--- config.mk ---
export PLATFORM = sky130hd
export DESIGN_NAME = single_wire_edge_timed_receiver_flat
export DESIGN_NICKNAME = d
export VERILOG_FILES = /design/src/sv/swetr_pkg.sv /design/src/sv/swetr_ifs.sv /design/src/sv/swetr_core.sv /design/src/sv/single_wire_edge_timed_receiver.sv /design/src/flat_wrapper.sv
export SDC_FILE = /design/constraint.sdc
export NUM_CORES = 1
export LEC_CHECK = 0
export ABC_AREA = 1
export BUFFER_PORTS_ARGS = -buffer_cell sky130_fd_sc_hd__buf_2
export CORE_AREA = 2 2 141 143
export DETAILED_ROUTE_END_ITERATION = 10
export DIE_AREA = 0 0 143 145
export PLACE_DENSITY = 0.89
export REMOVE_ABC_BUFFERS = 1
export SLEW_MARGIN = 15
export SYNTH_ARGS = -nofsm -noshare
export SYNTH_HDL_FRONTEND = slang
export SYNTH_SLANG_ARGS = --single-unit
--- constraint.sdc ---
create_clock -name i_clk -period 5.8 [get_ports i_clk]
set_clock_uncertainty 0.15 [all_clocks]
set_input_delay 0.29 -clock i_clk [delete_from_list [all_inputs] [get_ports i_clk]]
set_output_delay 0.29 -clock i_clk [all_outputs]
set_load 0.05 [all_outputs]
--- src/sv/swetr_pkg.sv ---
// Package for the single-wire edge-timed receiver.
// Holds shared widths, register indexes, reset values and the config struct.
// No dependencies.
`timescale 1ns / 1ps
`default_nettype none

package swetr_pkg;

    localparam int STAMP_W  = 32;
    localparam int WORD_W   = 32;
    localparam int CNT_W    = 6;
    localparam int PERIOD_W = 16;
    localparam int ADDR_W   = 8;
    localparam int CFG_IDX_W = 8;
    localparam int CFG_DATA_W = 32;

    // Configuration register indexes
    localparam logic [CFG_IDX_W-1:0] CFG_OWN_ADDRESS   = 8'd0;
    localparam logic [CFG_IDX_W-1:0] CFG_LISTENER_MODE = 8'd1;
    localparam logic [CFG_IDX_W-1:0] CFG_PULSE_PERIOD  = 8'd2;
    localparam logic [CFG_IDX_W-1:0] CFG_BIT_PERIOD    = 8'd3;

    // Reset values of the configuration registers
    localparam logic [ADDR_W-1:0]   RST_OWN_ADDRESS = 8'd0;
    localparam logic [PERIOD_W-1:0] RST_PULSE_PERIOD = 16'd10;
    localparam logic [PERIOD_W-1:0] RST_BIT_PERIOD   = 16'd100;

    // Result event kinds
    localparam logic EV_RESPOND = 1'b0;
    localparam logic EV_PAYLOAD = 1'b1;

    typedef struct packed {
        logic [ADDR_W-1:0]   own_address;
        logic                listener_mode;
        logic [PERIOD_W-1:0] pulse_period;
        logic [PERIOD_W-1:0] bit_period;
    } t_cfg;

endpackage

`default_nettype wire

--- src/sv/swetr_ifs.sv ---
// Channel interfaces of the single-wire edge-timed receiver:
// edge input, event output and configuration write channel.
// Depends on nothing.
`timescale 1ns / 1ps
`default_nettype none

interface swetr_edge_if;
    logic        valid;
    logic        ready;
    logic [31:0] edge_time;
    logic        line_level;

    modport source (output valid, output edge_time, output line_level, input ready);
    modport sink   (input valid, input edge_time, input line_level, output ready);
endinterface

interface swetr_event_if;
    logic               valid;
    logic               ready;
    logic               event_kind;
    logic signed [31:0] payload;

    modport source (output valid, output event_kind, output payload, input ready);
    modport sink   (input valid, input event_kind, input payload, output ready);
endinterface

interface swetr_cfg_if;
    logic        valid;
    logic        ready;
    logic [7:0]  index;
    logic [31:0] data;

    modport source (output valid, output index, output data, input ready);
    modport sink   (input valid, input index, input data, output ready);
endinterface

`default_nettype wire

--- src/sv/swetr_core.sv ---
// Frame decoder core: elapsed-time checks, skip counting and bit shifting.
// Holds the per-frame state; result is combinational for the output register.
// Depends on swetr_pkg.
`timescale 1ns / 1ps
`default_nettype none

module swetr_core #(
    parameter int ADDRESS_BITS = 8,
    parameter int PAYLOAD_BITS = 32
) (
    input  wire logic                          i_clk,
    input  wire logic                          i_rst_n,
    input  wire logic                          i_step,
    input  wire logic [swetr_pkg::STAMP_W-1:0] i_edge_time,
    input  wire logic                          i_line_level,
    input  wire swetr_pkg::t_cfg               i_cfg,
    output logic                               o_res_vld,
    output logic                               o_event_kind,
    output logic [swetr_pkg::WORD_W-1:0]       o_payload
);
    import swetr_pkg::*;

    localparam logic [CNT_W-1:0] ADDR_CNT  = CNT_W'(ADDRESS_BITS);
    localparam logic [CNT_W-1:0] SKIP_LOAD = CNT_W'(PAYLOAD_BITS);

    logic [STAMP_W-1:0] r_last_stamp, n_last_stamp;
    logic [CNT_W-1:0]   r_bits, n_bits;
    logic [CNT_W-1:0]   r_skip, n_skip;
    logic [WORD_W-1:0]  r_shift, n_shift;

    logic [STAMP_W-1:0]    elapsed;
    logic [PERIOD_W+1:0]   glitch_lim;
    logic [PERIOD_W:0]     frame_lim;
    logic                  is_glitch;
    logic                  is_gap;
    logic [WORD_W-1:0]     shifted;
    logic [CNT_W-1:0]      bits_inc;
    logic [WORD_W-1:0]     ext_word;

    // Wrapping elapsed time and the two limits (3x pulse, 2x bit)
    assign elapsed    = i_edge_time - r_last_stamp;
    assign glitch_lim = {2'b00, i_cfg.pulse_period} + {1'b0, i_cfg.pulse_period, 1'b0};
    assign frame_lim  = {i_cfg.bit_period, 1'b0};
    assign is_glitch  = elapsed < STAMP_W'(glitch_lim);
    assign is_gap     = elapsed > STAMP_W'(frame_lim);

    assign shifted  = {r_shift[WORD_W-2:0], i_line_level};
    assign bits_inc = r_bits + CNT_W'(1);

    // Sign extension of the low payload bits of the new word
    always_comb begin
        for (int k = 0; k < WORD_W; k++) begin
            ext_word[k] = (k < PAYLOAD_BITS) ? shifted[k] : shifted[PAYLOAD_BITS-1];
        end
    end

    // Next state and result
    always_comb begin
        n_last_stamp = r_last_stamp;
        n_bits       = r_bits;
        n_skip       = r_skip;
        n_shift      = r_shift;
        o_res_vld    = 1'b0;
        o_event_kind = EV_RESPOND;
        o_payload    = '0;
        if (i_step && !is_glitch) begin
            n_last_stamp = i_edge_time;
            priority if (is_gap) begin
                n_bits  = '0;
                n_skip  = '0;
                n_shift = '0;
            end else if (r_skip != '0) begin
                n_skip = r_skip - CNT_W'(1);
            end else if (i_cfg.listener_mode) begin
                n_shift = shifted;
                n_bits  = bits_inc;
                if (bits_inc == ADDR_CNT) begin
                    n_bits  = '0;
                    n_shift = '0;
                    if (shifted == WORD_W'(i_cfg.own_address)) begin
                        o_res_vld    = 1'b1;
                        o_event_kind = EV_RESPOND;
                    end else begin
                        n_skip = SKIP_LOAD;
                    end
                end
            end else begin
                n_shift = shifted;
                n_bits  = bits_inc;
                if (bits_inc == SKIP_LOAD) begin
                    n_bits       = '0;
                    n_skip       = '0;
                    n_shift      = '0;
                    o_res_vld    = 1'b1;
                    o_event_kind = EV_PAYLOAD;
                    o_payload    = ext_word;
                end
            end
        end
    end

    // Frame state registers
    always_ff @(posedge i_clk) begin
        if (!i_rst_n) begin
            r_last_stamp <= '0;
            r_bits       <= '0;
            r_skip       <= '0;
            r_shift      <= '0;
        end else begin
            r_last_stamp <= n_last_stamp;
            r_bits       <= n_bits;
            r_skip       <= n_skip;
            r_shift      <= n_shift;
        end
    end

    // Skip count never exceeds one payload length
    a_skip_bound: assert property (@(posedge i_clk) disable iff (!i_rst_n)
        r_skip <= SKIP_LOAD) else $error("skip counter out of range");

    // A glitch edge leaves the stored time alone
    a_glitch_hold: assert property (@(posedge i_clk) disable iff (!i_rst_n)
        (i_step && is_glitch) |=> $stable(r_last_stamp))
        else $error("glitch edge moved the stored time");

    // Skipped edges never produce a result
    a_skip_quiet: assert property (@(posedge i_clk) disable iff (!i_rst_n)
        (i_step && r_skip != '0 && !is_gap) |-> !o_res_vld)
        else $error("result during skipped edges");

    // Respond events carry a zero payload
    a_respond_zero: assert property (@(posedge i_clk) disable iff (!i_rst_n)
        (o_res_vld && o_event_kind == EV_RESPOND) |-> (o_payload == '0))
        else $error("respond event with nonzero payload");

endmodule

`default_nettype wire

--- src/sv/single_wire_edge_timed_receiver.sv ---
// Single-wire edge-timed receiver, top level.
//
// Channels: i_edge takes one line-edge event per transfer (timestamp in
// microseconds, line level after the edge). o_event gives a respond event
// (listener mode, address matched) or a received payload (caller mode).
// i_cfg writes one configuration register per transfer; it is always ready
// and is meant to be used only while the receiver is idle.
//
// Timing: an edge is captured in the input register on its transfer and
// decoded straight into the output register once that register is free or
// draining; a result thus passes the input and output registers in turn.
// One edge is taken per clock while i_edge.ready is high.
//
// Stall: the input register drains only into an empty or draining output
// register, so it holds while a result waits on o_event; i_edge.ready drops
// only when both registers are full and o_event.ready is low.
//
// Reset (i_rst_n low, synchronous): frame state, stored time and both
// pipeline registers clear; configuration returns to its reset values.
`timescale 1ns / 1ps
`default_nettype none

module single_wire_edge_timed_receiver #(
    parameter int ADDRESS_BITS = 8,
    parameter int PAYLOAD_BITS = 32
) (
    input  wire logic    i_clk,
    input  wire logic    i_rst_n,
    swetr_edge_if.sink   i_edge,
    swetr_event_if.source o_event,
    swetr_cfg_if.sink    i_cfg
);
    import swetr_pkg::*;

    t_cfg r_cfg;

    logic               r_in_vld;
    logic [STAMP_W-1:0] r_in_time;
    logic               r_in_level;

    logic               r_out_vld;
    logic               r_out_kind;
    logic [WORD_W-1:0]  r_out_payload;

    logic               proc;
    logic               res_vld;
    logic               res_kind;
    logic [WORD_W-1:0]  res_payload;

    // Configuration registers
    assign i_cfg.ready = 1'b1;

    always_ff @(posedge i_clk) begin
        if (!i_rst_n) begin
            r_cfg.own_address   <= RST_OWN_ADDRESS;
            r_cfg.listener_mode <= 1'b0;
            r_cfg.pulse_period  <= RST_PULSE_PERIOD;
            r_cfg.bit_period    <= RST_BIT_PERIOD;
        end else if (i_cfg.valid) begin
            unique case (i_cfg.index)
                CFG_OWN_ADDRESS:   r_cfg.own_address   <= i_cfg.data[ADDR_W-1:0];
                CFG_LISTENER_MODE: r_cfg.listener_mode <= i_cfg.data[0];
                CFG_PULSE_PERIOD:  r_cfg.pulse_period  <= i_cfg.data[PERIOD_W-1:0];
                CFG_BIT_PERIOD:    r_cfg.bit_period    <= i_cfg.data[PERIOD_W-1:0];
                default: ;
            endcase
        end
    end

    // Handshake: decode when the output register is free or draining
    assign proc         = r_in_vld && (!r_out_vld || o_event.ready);
    assign i_edge.ready = !r_in_vld || proc;

    // Input register
    always_ff @(posedge i_clk) begin
        if (!i_rst_n) begin
            r_in_vld <= 1'b0;
        end else if (i_edge.valid && i_edge.ready) begin
            r_in_vld <= 1'b1;
        end else if (proc) begin
            r_in_vld <= 1'b0;
        end
    end

    always_ff @(posedge i_clk) begin
        if (i_edge.valid && i_edge.ready) begin
            r_in_time  <= i_edge.edge_time;
            r_in_level <= i_edge.line_level;
        end
    end

    swetr_core #(
        .ADDRESS_BITS (ADDRESS_BITS),
        .PAYLOAD_BITS (PAYLOAD_BITS)
    ) u_core (
        .i_clk        (i_clk),
        .i_rst_n      (i_rst_n),
        .i_step       (proc),
        .i_edge_time  (r_in_time),
        .i_line_level (r_in_level),
        .i_cfg        (r_cfg),
        .o_res_vld    (res_vld),
        .o_event_kind (res_kind),
        .o_payload    (res_payload)
    );

    // Output register
    always_ff @(posedge i_clk) begin
        if (!i_rst_n) begin
            r_out_vld <= 1'b0;
        end else if (proc) begin
            r_out_vld <= res_vld;
        end else if (o_event.ready) begin
            r_out_vld <= 1'b0;
        end
    end

    always_ff @(posedge i_clk) begin
        if (proc && res_vld) begin
            r_out_kind    <= res_kind;
            r_out_payload <= res_payload;
        end
    end

    assign o_event.valid      = r_out_vld;
    assign o_event.event_kind = r_out_kind;
    assign o_event.payload    = r_out_payload;

endmodule

`default_nettype wire

--- src/flat_wrapper.sv ---
// flat-port wrapper written by rule: the top's interface ports become plain ports
module single_wire_edge_timed_receiver_flat import swetr_pkg::*;
#(
    parameter int ADDRESS_BITS = 8,
    parameter int PAYLOAD_BITS = 32
)
  (i_clk, i_rst_n, i_edge_valid, i_edge_edge_time, i_edge_line_level, i_edge_ready, o_event_valid, o_event_event_kind, o_event_payload, o_event_ready, i_cfg_valid, i_cfg_index, i_cfg_data, i_cfg_ready);
  swetr_edge_if i_edge_i ();
  swetr_event_if o_event_i ();
  swetr_cfg_if i_cfg_i ();
  input  wire logic i_clk;
  input  wire logic i_rst_n;
  input wire logic [$bits(i_edge_i.valid)-1:0] i_edge_valid;
  input wire logic [$bits(i_edge_i.edge_time)-1:0] i_edge_edge_time;
  input wire logic [$bits(i_edge_i.line_level)-1:0] i_edge_line_level;
  output wire logic [$bits(i_edge_i.ready)-1:0] i_edge_ready;
  output wire logic [$bits(o_event_i.valid)-1:0] o_event_valid;
  output wire logic [$bits(o_event_i.event_kind)-1:0] o_event_event_kind;
  output wire logic [$bits(o_event_i.payload)-1:0] o_event_payload;
  input wire logic [$bits(o_event_i.ready)-1:0] o_event_ready;
  input wire logic [$bits(i_cfg_i.valid)-1:0] i_cfg_valid;
  input wire logic [$bits(i_cfg_i.index)-1:0] i_cfg_index;
  input wire logic [$bits(i_cfg_i.data)-1:0] i_cfg_data;
  output wire logic [$bits(i_cfg_i.ready)-1:0] i_cfg_ready;
  assign i_edge_i.valid = i_edge_valid;
  assign i_edge_i.edge_time = i_edge_edge_time;
  assign i_edge_i.line_level = i_edge_line_level;
  assign i_edge_ready = i_edge_i.ready;
  assign o_event_valid = o_event_i.valid;
  assign o_event_event_kind = o_event_i.event_kind;
  assign o_event_payload = o_event_i.payload;
  assign o_event_i.ready = o_event_ready;
  assign i_cfg_i.valid = i_cfg_valid;
  assign i_cfg_i.index = i_cfg_index;
  assign i_cfg_i.data = i_cfg_data;
  assign i_cfg_ready = i_cfg_i.ready;
  single_wire_edge_timed_receiver #(.ADDRESS_BITS(ADDRESS_BITS), .PAYLOAD_BITS(PAYLOAD_BITS)) u_core (.i_clk(i_clk), .i_rst_n(i_rst_n), .i_edge(i_edge_i), .o_event(o_event_i), .i_cfg(i_cfg_i));
endmodule
# After elaboration in Yosys (flattened, before gate mapping)

Cells that the tools add are included.

Output and inout bits: 36
Logic and storage cells: 80
Bits in registers: 184

Eq/ne operators: 9
Mux-type cells: 27
Reductions and logical operators: 22
Magnitude comparators: 2
Add/subtract/negate cells: 4
Bitwise logic cells: 2

Operators with widths:

| kind                | count |
|---|---|
| $mux 31             | 5 |
| $mux 6              | 11 |
| $eq 32x8->1         | 1 |
| $gt 32x17->1        | 1 |
| $lt 32x18->1        | 1 |
| $sub 32x32->32      | 1 |
| $add 16x17->18      | 1 |
| $eq 8x2->1 const B  | 2 |
| $mux 1              | 11 |
| $reduce_and 2->1    | 5 |
| $eq 8x1->1 const B  | 1 |
| $logic_not 8->1     | 1 |
| $ne 4x4->1 const B  | 2 |
| $add 6x1->6 const B | 1 |
| $eq 6x4->1 const B  | 1 |
| $eq 6x6->1 const B  | 1 |
| $reduce_bool 6->1   | 1 |
| $sub 6x1->6 const B | 1 |
| $reduce_or 5->1     | 1 |
| $logic_and 1x1->1   | 4 |
| $reduce_and 4->1    | 1 |
| $reduce_bool 2->1   | 2 |
| $reduce_bool 4->1   | 1 |
| $reduce_or 4->1     | 1 |
| 4 further kinds     | 8 |

# Logic depth before layout (Yosys ltp)

Gate-level depths: netlist of the first run.

Depth after elaboration: 8
Mapped depth: 30

# Hierarchy

Synthesis of the first run repeated with hierarchy kept, for this count alone.

Cells, all modules: 1686
Area, all modules: 11826.3 µm²

Modules (own cells, without submodules):

| module                          | area each (µm²) | instances | cells an instance | seq. area each (µm²) |
|---|---|---|---|---|
| swetr_core                      | 7935.1          | 1         | 1352              | 1501.4 |
| single_wire_edge_timed_receiver | 3891.2          | 1         | 334               | 2842.7 |

# Worst setup path before layout of the first run

Ideal clock, no wire load.

Path type: reg-to-reg
Start point: register u_core.r_cfg[17] in the netlist's numbering
End point: register u_core.r_out_kind, in the netlist u_core.o_event.event_kind (enable)
Required time: 5262 ps
Buffers on the path: 0
Period minus slack after synthesis: 4345 ps
Path slack: 1455 ps
Setup time: 388 ps
Arrival: 3807 ps
Cell stages (with the launch flop): 26
Cell sequence: dfxtp_1 -> ha_1 -> fa_1 -> nand3_1 -> nand2_1 -> nand2_1 -> o211ai_1 -> a21oi_1 -> o21bai_1 -> nand2_1 -> o2bb2ai_1 -> o21ai_0 -> xor2_1 -> ha_1 -> nand2_1 -> inv_1 -> nand3_1 -> nor3_1 -> nand2_1 -> nand2_1 -> nand2_1 -> nand3_4 -> nand2_8 -> nor2_4 -> nand2_1 -> inv_1

Cells in the longest elaborated chain, start to end: 6

Ends and longest elaborated chain:

| what                 | RTL line                               | source |
|---|---|---|
| from (decl)          | single_wire_edge_timed_receiver.sv:35  | `t_cfg r_cfg;` |
| $add 16x17->18       | swetr_core.sv:42                       | `assign glitch_lim = {2'b00, i_cfg.pulse_period} + {1'b0, i_cfg.pulse_period, 1'b0};` |
| $lt 32x18->1         | swetr_core.sv:44                       | `assign is_glitch = elapsed < STAMP_W'(glitch_lim);` |
| $logic_not 1->1      | swetr_core.sv:66                       | `if (i_step && !is_glitch) begin` |
| $logic_and 1x1->1    | swetr_core.sv:66                       |  |
| $mux 1               | swetr_core.sv:66                       |  |
| $logic_and 1x1->1    | single_wire_edge_timed_receiver.sv:119 | `if (proc && res_vld) begin` |
| to (signal assigned) | single_wire_edge_timed_receiver.sv:120 | `r_out_kind <= res_kind;` |
| to (decl)            | single_wire_edge_timed_receiver.sv:42  | `logic r_out_kind;` |

No other way between the ends.
A chain may end at the register's enable or synchronous reset.

# Worst setup path in the final report of the first run

Start point: register u_core.r_cfg[16] in the netlist's numbering
End point: register u_core.r_out_payload[12], in the netlist u_core.o_event.payload[12] (enable)

Cells in the longest elaborated chain, start to end: 6

Ends and longest elaborated chain:

| what                 | RTL line                               | source |
|---|---|---|
| $add 16x17->18       | swetr_core.sv:42                       |  |
| $lt 32x18->1         | swetr_core.sv:44                       |  |
| $logic_not 1->1      | swetr_core.sv:66                       |  |
| $logic_and 1x1->1    | swetr_core.sv:66                       |  |
| $mux 1               | swetr_core.sv:66                       |  |
| $logic_and 1x1->1    | single_wire_edge_timed_receiver.sv:119 |  |
| to (signal assigned) | single_wire_edge_timed_receiver.sv:121 | `r_out_payload <= res_payload;` |
| to (decl)            | single_wire_edge_timed_receiver.sv:43  | `logic [WORD_W-1:0] r_out_payload;` |

No other way between the ends.

==> results of run 1 <==
==> critical path: stages, from the launching register on <==
cell and delay [ns]:
dfxtp_1 0.36, ha_1 0.24, fa_1 0.40, nand3_1 0.09, nand2_1 0.11, nand2_1 0.09, o211ai_1 0.14, a21oi_1 0.20
o21bai_1 0.12, nand2_1 0.09, o2bb2ai_1 0.16, o21ai_0 0.18, xor2_1 0.18, ha_1 0.32, nand2_1 0.07, inv_1 0.05
nand3_1 0.09, nor3_1 0.14, nand2_1 0.08, nand2_1 0.09, nand2_1 0.09, nand3_4 0.12, nand2_8 0.20, nor2_4 0.23
nand2_1 0.09, inv_1 0.06, buf_4 0.36
==> sequential cells by signal (all words and copies together), names as in the netlist <==
| name | cells |
|---|---|
| u_core.u_core.r_shift | 31 |
| u_core.o_event.payload | 32 |
| u_core.u_core.r_last_stamp | 32 |
| u_core.o_event.event_kind | 1 |
| u_core.r_in_level | 1 |
| u_core.u_core.r_skip | 6 |
| u_core.r_in_vld | 1 |
| u_core.r_cfg | 41 |
| u_core.o_event.valid | 1 |
| u_core.r_in_time | 32 |
| u_core.u_core.r_bits | 6 |
==> worst paths after layout <==
check	start	slack (ns)	to
setup / recovery	u_core.r_cfg[16]$_SDFFE_PN0P_	0.96	u_core.o_event.payload[12]$_SDFFCE_PP0P_
setup reg to reg	u_core.r_cfg[16]$_SDFFE_PN0P_	0.96	u_core.o_event.payload[12]$_SDFFCE_PP0P_
hold reg to reg	u_core.u_core.r_last_stamp[2]$_SDFFE_PN0N_	0.31	u_core.u_core.r_last_stamp[2]$_SDFFE_PN0N_
hold / removal	i_edge_valid	0.005	u_core.r_in_vld$_SDFFE_PN0P_
==> power breakdown <==
part | switching [W] | internal (W)
clock network | 0.000628 | 0.000609
logic | 0.000400 | 0.000233
registers | 0.0000155 | 0.00136
total | 0.00104 | 0.00221
==> per-layer routing <==
layer / wire length (um) / vias up / GRT usage (%)
met4: 852 / 0 / 11.4
met5: 0 / - / 0
met3: 1800 / 92 / 4.75
li1: - / 5003 / -
met2: 12900 / 420 / 45.3
met1: 10200 / 4557 / 29.5
==> cells in the final DEF (no fill, tap or decap), types with 32 or more instances in the layout <==
master	instances
nor2_1	128
edfxtp_1	66
nand2_1	352
nor2_2	35
dlygate4sd3_1	47
buf_2	96
a21oi_1	139
dfxtp_1	118
nand3_1	71
o21ai_0	89
xor2_1	32
inv_1	245
ha_1	83
==> cell families (layout without fill, tap and decap cells) <==
logic type      after synthesis  count (layout)  share of synthesized area, %
fa+ha+maj                    85              85                          9.81
simple gates                641             641                          25.4
flops                       184             184                          39.5
compound gates              243             243                          11.4
other cells                   1               1                        0.0341
xor+xnor                     38              38                          3.03
buf+inv                     291             433                          10.8
==> cell type report <==
cell class / count / area [sq um] / share of cell area [%]
Clock inverter: 15 / 228 / 1.79
Sequential cell: 184 / 4340 / 34.1
Timing Repair Buffer: 148 / 988 / 7.76
Tap cell: 265 / 332 / 2.60
Multi-Input combinational cell: 1008 / 5470 / 42.9
Inverter: 253 / 953 / 7.48
Clock buffer: 17 / 425 / 3.34
==> stage by stage <==
stage                     setup WS, ns  power [W]  hold slack [ns]  util [%]
after global routing             0.483    0.00339           0.0212      66.3
after floorplan                   1.31    0.00183            0.224         -
final                            0.964    0.00325          0.00503      66.3
after global placement            1.22    0.00196            0.295      60.5
after CTS                         1.03    0.00324          0.00478      66.3
after detailed placement          1.14    0.00199            0.304      60.5
==> cells in the mapped netlist, drive strengths merged <==
library cell,count
nand3b,2
fa,2
nand2,363
a2111oi,1
nor2,166
xnor2,6
a21o,2
o211ai,1
nand3,73
dfxtp,118
clkinv,5
o21bai,4
a31o,1
inv,248
buf,22
o22ai,1
and3b,1
conb,1
o21ai,89
a21oi,139
a31oi,2
nor4b,1
nor4,6
a221oi,1
xor2,32
nand4,12
o2bb2ai,1
o31ai,1
nor3b,1
and3,1
edfxtp,66
nor3,15
ha,83
clkbuf,16
==> flow_metrics.py, run 1 <==
metrics = {
    "cells_and_area": {
        "antenna_cells": 0,
        "area_delta_synth_final_pct": 15.9,
        "drive_gt1_share_pct": 11.8,
        "nNetsFinal": 1775,
        "final_cells": 1890,
        "fill_cells": 1544,
        "postLayoutCellArea_sq_um": 12700,
    },
    "worst_setup_path": {
        "crit_path_end_kind": "register",
        "worst-path-max-fanout": 64,
        "rr_worst_depth": 26,
        "critPathKind": "register to register",
        "crit_path_start_kind": "register",
        "arrival_ns": 4.80,
        "crit_required_ns": 5.76,
    },
    "global_route": {
        "grt_usage_pct": 25.5,
        "grt_pass1_wl_um": 43200,
        "antenna_found_initial": 0,
        "first_global_vias": 9808,
        "grt_max_degree": 78,
        "overflow": 0,
    },
    "placement": {
        "gp_congestion": 0.937,
        "dpl-instance-area_sq_um": 11600,
        "io_buffers": 96,
        "dp_cells": 1811,
        "dp.final_hpwl_um": 17900,
    },
    "synth": {
        "seq_area_frac_synth_pct": 39.5,
        "synth_top_cells_by_area": "dfxtp_1 21%, edfxtp_1 18%, nand2_1 12%, ha_1 9.4%, inv_1 8.4%",
        "syn_area_sq_um": 11000,
        "synth.distinct_cells": 47,
        "syn_area_per_cell_sq_um": 7.41,
        "ys_seq_elements": 184,
        "synth_top_area_cell": "dfxtp_1",
        "synth_cells": 1483,
        "ys_warn_count": 0,
        "synth_top_area_share_pct": 21.5,
    },
    "sta": {
        "rsz0062_at_grt": "false",
        "setup_tns_ns": 0,
        "slew_headroom_pct": 49.4,
        "period_minus_slack_ns": 4.84,
        "finalSetupViolations": 0,
        "period_share_pct": 83.4,
        "slew_viol_final": 0,
        "fmax_mhz": 207,
        "max_slew.worst_pin.slew_ns": 0.758,
        "finalHoldViolCount": 0,
    },
    "floorplanning": {
        "rows": 51,
        "ios": 114,
        "start_util_pct": 57.2,
        "die_w_um": 143,
        "die_area_sq_um": 20700,
        "die_h_um": 145,
        "core_sq_um": 19200,
    },
    "cts": {
        "cts_setup_buffers": 0,
        "cts_buffers": 17,
        "clock_latency_ns": 0.46,
        "clk_pin_slew_ns": 0.08,
        "clkSinkCount": 184,
        "ctsResizeCount": 0,
        "cts_root_buf": "clkbuf_16",
        "htreeDepth": 4,
        "cts_tree": "yes",
        "hold_buffers": 47,
        "clock_path_buffers": 2,
    },
    "detailed_routing": {
        "vias": 10072,
        "vias_per_cell": 5.33,
        "drt_iter0_markers": 808,
        "firstDrtPassIters": 5,
        "drc_errors": 0,
        "ant_nets": 0,
        "routedWlPerCell_um": 13.6,
        "routed_wl_um": 25800,
    },
    "power": {
        "power_density_nw_per_um2": 255,
        "ir_worst_vdd_mv": 0.235,
        "power_leakage_nw": 5.68,
    },
    "run_status": {
        "run_status": "complete, no violations",
    },
    "hold_path": {
        "hold_class": "primary input to register",
        "min_delay_path_depth": 3,
    },
    "job": {
        "maxCapViolCount": 0,
    },
}
No activity file was read; power rests on OpenSTA's default activity.
==> run 2: changes to the inputs <==
CORE_AREA = 2 2 146 148   (was 2 2 141 143)
DIE_AREA = 0 0 148 150   (was 0 0 143 145)
PLACE_DENSITY = 0.87   (was 0.89)
clock period = 4.05 ns   (was 5.8 ns; I/O delays follow)
==> flow_metrics.py, run 2 (synthesis gave the netlist of run 1 again) <==
metrics = {
    "cts": {
        "clkSinkCount": 184,
        "htreeDepth": 4,
        "cts_tree": "yes",
        "cts_root_buf": "clkbuf_16",
        "cts_buffers": 17,
        "clock_path_buffers": 2,
        "clock_latency_ns": 0.46,
        "clk_pin_slew_ns": 0.08,
    },
    "cells_and_area": {
        "drive_gt1_share_pct": 21.1,
        "final_cell_mix": "339 x nand2_1, 240 x inv_1, 121 x nor2_1",
        "nNetsFinal": 1845,
        "largest_register_ffs": 41,
        "layout_commonest_cell": "nand2_1",
        "antenna_cells": 0,
        "area_delta_synth_final_pct": 28.0,
        "fill_cells": 1547,
        "largest-register": "u_core.r_cfg",
        "postLayoutCellArea_sq_um": 14100,
        "final_cells": 1970,
    },
    "sta": {
        "setup_ws_ns": -0.255,
        "max_slew.worst_pin.slew_ns": 0.790,
        "finalHoldViolCount": 0,
        "setup_tns_ns": -11.42,
        "slew_headroom_pct": 47.3,
        "period_share_pct": 106,
        "fmax_mhz": 232,
        "period_minus_slack_ns": 4.30,
        "slew_viol_final": 0,
        "finalSetupViolations": 134,
        "rsz0062_at_grt": "true",
    },
    "placement": {
        "dp.final_hpwl_um": 18400,
        "place_ws_ns": -0.0853,
        "dpl-instance-area_sq_um": 12000,
        "gp_congestion": 0.912,
        "io_buffers": 96,
        "dp_cells": 1858,
    },
    "detailed_routing": {
        "vias_per_cell": 5.50,
        "routedWlPerCell_um": 16.6,
        "ant_nets": 0,
        "routed_wl_um": 32700,
        "firstDrtPassIters": 7,
        "drt_iter0_markers": 924,
        "vias": 10836,
        "drc_errors": 0,
    },
    "floorplanning": {
        "start_util_pct": 53.1,
        "die_h_um": 150,
        "core_sq_um": 20700,
        "die_area_sq_um": 22200,
        "ios": 114,
        "rows": 53,
        "die_w_um": 148,
    },
    "worst_setup_path": {
        "critPathKind": "register to register",
        "worst-path-max-fanout": 7,
        "slowest_stage": "dfxtp_1",
        "crit_path_max_incr_delay_ns": 0.49,
        "crit_path_end_kind": "register",
        "path_cells": "ha_4 -> a21oi_1 -> nand2_2 -> nand2_1 -> o211ai_1 -> a21oi_1 -> o21bai_1 -> nand2_1 -> o2bb2ai_2 -> o21ai_2 -> xor2_1 -> ha_1 -> nand2_2 -> o21ai_0 -> a21oi_1 -> nand2_2 -> nand2_2 -> nand3_4 -> nand2_8 -> nor2_4 -> clkbuf_16 -> nand3_1 -> a21oi_1",
        "arrival_ns": 4.52,
        "crit_required_ns": 4.27,
        "crit_path_start_kind": "register",
    },
    "global_route": {
        "antenna_found_initial": 0,
        "grt_max_degree": 62,
        "first_global_vias": 9760,
        "grt_pass1_wl_um": 44400,
        "grt_usage_pct": 24.7,
        "overflow": 0,
    },
    "hold_path": {
        "hold_class": "primary input to register",
    },
    "job": {
        "maxCapViolCount": 0,
    },
    "run_status": {
        "violations": "negative setup slack",
        "run_status": "finished, violations left",
    },
    "power": {
        "power_leakage_nw": 6.08,
        "power_density_nw_per_um2": 342,
        "ir_worst_vdd_mv": 0.331,
    },
}
-- run 2: per-layer routing --
layer	global-route usage (%)	vias up	part of all wire, %
li1	-	5147	-
met1	29.2	4930	38
met2	45.4	579	49
met3	3.66	180	7.4
met4	8.71	0	5.4
met5	0	-	0
-- run 2: layout make-up --
class | instances | area, sq um | area share, %
flip-flops and latches | 184 | 4350 | 30.9
repair buffers | 213 | 1770 | 12.6
clock inverters | 15 | 201 | 1.43
multi-input cells | 1013 | 6010 | 42.7
inverters | 253 | 963 | 6.85
clock buffers | 17 | 425 | 3.02
well taps | 275 | 344 | 2.45
-- run 2: path summary, 6_finish.rpt --
kind / depth (start not counted) / slack, ns / from / endpoint
worst max-delay path: 23 / -0.25 / u_core.r_cfg[19]$_SDFFE_PN1P_ / u_core.u_core.r_shift[6]$_SDFFE_PN0P_
worst min-delay path: 5 / 0.07 / i_cfg_index[7] / u_core.r_cfg[32]$_SDFFE_PN0P_
worst max register to register: 23 / -0.25 / u_core.r_cfg[19]$_SDFFE_PN1P_ / u_core.u_core.r_shift[6]$_SDFFE_PN0P_
worst min register to register: 2 / 0.31 / u_core.u_core.r_last_stamp[25]$_SDFFE_PN0N_ / u_core.u_core.r_last_stamp[25]$_SDFFE_PN0N_
-- run 2: metrics by stage --
stage	power [W]	hold WS (ns)	utilization, %
after floorplan	0.00262	0.137	-
after global placement	0.00287	0.229	57.9
after detailed placement	0.00290	0.231	57.9
after CTS	0.00468	0.0553	64.5
after global routing	0.00501	0.0898	68.0
final	0.00481	0.0729	68.0
-- run 2: critical path, delay by kind of cell (launching register included) --
kind | cells | cell delay, ns
AND/OR/NAND/NOR | 10 | 1.13
flip-flops | 1 | 0.49
XOR/XNOR | 1 | 0.16
buffers and inverters | 1 | 0.23
AO/OA/AOI/OAI | 9 | 1.42
adder cells (fa/ha/maj) | 2 | 0.61
-- run 2: report_power, final --
group          switching, W  internal [W]  leakage (nW)
logic              0.000646      0.000425          4.26
registers         0.0000232       0.00195          1.51
clock network      0.000907      0.000856         0.303
-- run 2: what timing repair did --
action	in CTS	in global routing
cloned	3	12
buffers inserted	6	8
setup endpoints to repair	141	142
pin swaps	8	23
gates resized for setup	30	107
hold buffers	52	0
endpoints found under the hold margin	76	0
==> run 3: changes to the inputs <==
ABC_AREA = unset   (was 1)
CORE_AREA = 2 2 143 145   (was 2 2 146 148)
DIE_AREA = 0 0 145 147   (was 0 0 148 150)
TNS_END_PERCENT = 20   (was unset)
==> flow_metrics.py, run 3 <==
metrics = {
    "run_status": {
        "run_status": "finished, violations left",
        "violations": "design-rule violations, negative setup slack",
    },
    "power": {
        "power_leakage_nw": 5.48,
        "power_density_nw_per_um2": 363,
        "ir_worst_vdd_mv": 0.378,
    },
    "global_route": {
        "overflow": 0,
        "grt_pass1_wl_um": 44200,
        "first_global_vias": 9525,
        "grt_max_degree": 65,
        "grt_usage_pct": 25.2,
        "antenna_found_initial": 0,
    },
    "sta": {
        "setup_tns_ns": -127.02,
        "fmax_mhz": 198,
        "finalHoldViolCount": 0,
        "period_share_pct": 125,
        "slew_headroom_pct": 47.7,
        "setup_ws_ns": -1.01,
        "finalSetupViolations": 142,
        "slew_viol_final": 0,
        "period_minus_slack_ns": 5.06,
        "rsz0062_at_grt": "true",
        "max_slew.worst_pin.slew_ns": 0.785,
    },
    "detailed_routing": {
        "vias": 9525,
        "vias_per_cell": 5.68,
        "ant_nets": 0,
        "routedWlPerCell_um": 16.7,
        "drc_errors": 1,
        "routed_wl_um": 28000,
        "drt_iter0_markers": 549,
        "firstDrtPassIters": 9,
    },
    "cts": {
        "clkSinkCount": 184,
        "cts_root_buf": "clkbuf_16",
        "cts_buffers": 17,
        "clk_pin_slew_ns": 0.08,
        "clock_latency_ns": 0.46,
        "htreeDepth": 4,
        "cts_tree": "yes",
        "clock_path_buffers": 2,
    },
    "worst_setup_path": {
        "path_cells": "inv_1 -> ha_2 -> inv_2 -> fa_2 -> a21oi_4 -> o211ai_1 -> a21o_1 -> a21o_1 -> nand3_2 -> nand2_2 -> a21o_1 -> a21o_1 -> a221oi_4 -> xnor2_2 -> ha_1 -> and3_4 -> o2111ai_2 -> a31o_2 -> nor4_4 -> buf_4 -> nand3_4 -> nor3_4 -> buf_6 -> buf_6",
        "crit_path_end_kind": "register",
        "worst-path-max-fanout": 4,
        "slowest_stage": "fa_2",
        "arrival_ns": 5.08,
        "crit_path_max_incr_delay_ns": 0.41,
        "crit_path_start_kind": "register",
        "critPathKind": "register to register",
        "crit_required_ns": 4.07,
        "crit_top_cell": "a21o_1",
    },
    "placement": {
        "gp_congestion": 0.926,
        "dp.final_hpwl_um": 17900,
        "place_ws_ns": -1.11,
        "io_buffers": 96,
    },
    "cells_and_area": {
        "layout_commonest_cell": "nand2_1",
        "final_cell_mix": "166 x nand2_1, 123 x buf_4, 118 x dfxtp_1",
        "fill_cells": 1340,
        "drive_gt1_share_pct": 24.4,
        "largest-register": "u_core.r_cfg",
        "antenna_cells": 0,
        "fin_util_pct": 69.3,
        "nNetsFinal": 1558,
        "largest_register_ffs": 41,
        "area_delta_synth_final_pct": 31.4,
    },
    "synth": {
        "syn_area_per_cell_sq_um": 9.23,
        "synth.distinct_cells": 74,
        "synth_top_cells_by_area": "dfxtp_1 23%, edfxtp_1 19%, ha_1 9.9%, nand2_1 6.0%, mux2i_1 4.2%",
        "yosysMostFrequentCell": "nand2_1",
        "synth_top_area_cell": "dfxtp_1",
        "synth_edf_count": 66,
        "ys_warn_count": 0,
        "synth_cells": 1133,
        "synth_top_area_share_pct": 22.6,
        "syn_area_sq_um": 10500,
        "synth_async_sr_flop_share_pct": 0,
        "seq_area_frac_synth_pct": 41.5,
        "ys_seq_elements": 184,
        "synthFlopType": "dfxtp_1",
        "synth_common_cells": "167 x nand2_1, 118 x dfxtp_1, 85 x a21oi_1, 83 x ha_1, 76 x inv_1",
    },
    "hold_path": {
        "hold_class": "primary input to register",
    },
    "floorplanning": {
        "die_h_um": 147,
        "core_sq_um": 19800,
        "die_area_sq_um": 21300,
        "rows": 52,
        "ios": 114,
        "die_w_um": 145,
        "start_util_pct": 52.7,
    },
    "job": {
        "maxCapViolCount": 0,
    },
}
## run 3: where the power goes
part	leakage, nW	total [W]	internal [W]	switching (W)
clock network	0.292	0.00169	0.000836	0.000857
registers	1.50	0.00198	0.00195	0.0000257
logic	3.69	0.00131	0.000621	0.000692
## run 3: worst max-delay path, delay by kind of cell, from the launching register on
kind | cells | cell delay, ns
buffers and inverters | 5 | 0.55
and+or+nand+nor | 6 | 0.86
xor gates and xnor gates | 1 | 0.13
DFF | 1 | 0.39
AOI/OAI and AO/OA | 9 | 1.75
adders and majority gates | 3 | 0.92
## run 3: per-layer routing
layer  track usage [%]  share of wire (%)
met3              4.19                5.1
met1              29.1                 40
met4              11.6                4.5
met2              45.7                 50
met5                 0                  0
## run 3: final timing paths
check,startpoint,to,cells after the start,slack (ns)
worst min-delay path,o_event_ready,u_core.o_event.valid$_SDFFE_PN0P_,3,0.02
worst min register to register,u_core.u_core.r_last_stamp[11]$_SDFFE_PN0N_,u_core.u_core.r_last_stamp[11]$_SDFFE_PN0N_,2,0.31
worst max register to register,u_core.r_in_time[0]$_DFFE_PP_,u_core.o_event.payload[9]$_SDFFCE_PP0P_,24,-1.01
worst max-delay path,u_core.r_in_time[0]$_DFFE_PP_,u_core.o_event.payload[9]$_SDFFCE_PP0P_,24,-1.01
## run 3: layout make-up
type,count,area (sq um),share of cell area [%]
multi-input cells,822,5880,42.8
flip-flops and latches,184,4340,31.6
repair buffers,294,2290,16.7
clock buffers,18,429,3.12
well taps,270,338,2.46
inverters,76,285,2.08
clock inverters,14,178,1.29
## run 3: what timing repair did
| item | 4_1_cts | 5_1_grt |
|---|---|---|
| hold buffers | 53 | 0 |
| setup endpoints to repair | 142 | 142 |
| hold endpoints to repair | 76 | 0 |
| gates cloned | 4 | 3 |
| setup buffers | 17 | 4 |
| pin swaps | 33 | 37 |
| resized for setup | 41 | 41 |
## run 3: stage by stage
step           cell area, sq um  std cells  power, W  hold slack, ns
6_report                  13700       1678   0.00499          0.0224
5_1_grt                   13700       1678   0.00517          0.0346
4_1_cts                   13600       1676   0.00483         0.00879
3_5_place_dp              12000       1570   0.00308           0.231
3_3_place_gp              12000       1570   0.00303           0.229
2_1_floorplan             10200       1082   0.00265           0.124
## run 3: cells by family (layout without fill, tap and decap cells)
kind of cell,Yosys count,count (layout),share of synthesized area (%)
AOI/OAI and AO/OA,251,251,16.3
xor gates and xnor gates,49,49,4.10
adders and majority gates,85,85,10.3
buffers and inverters,127,402,5.20
DFF,184,184,41.5
muxes,45,45,4.32
other,1,1,0.0359
and+or+nand+nor,391,391,18.2
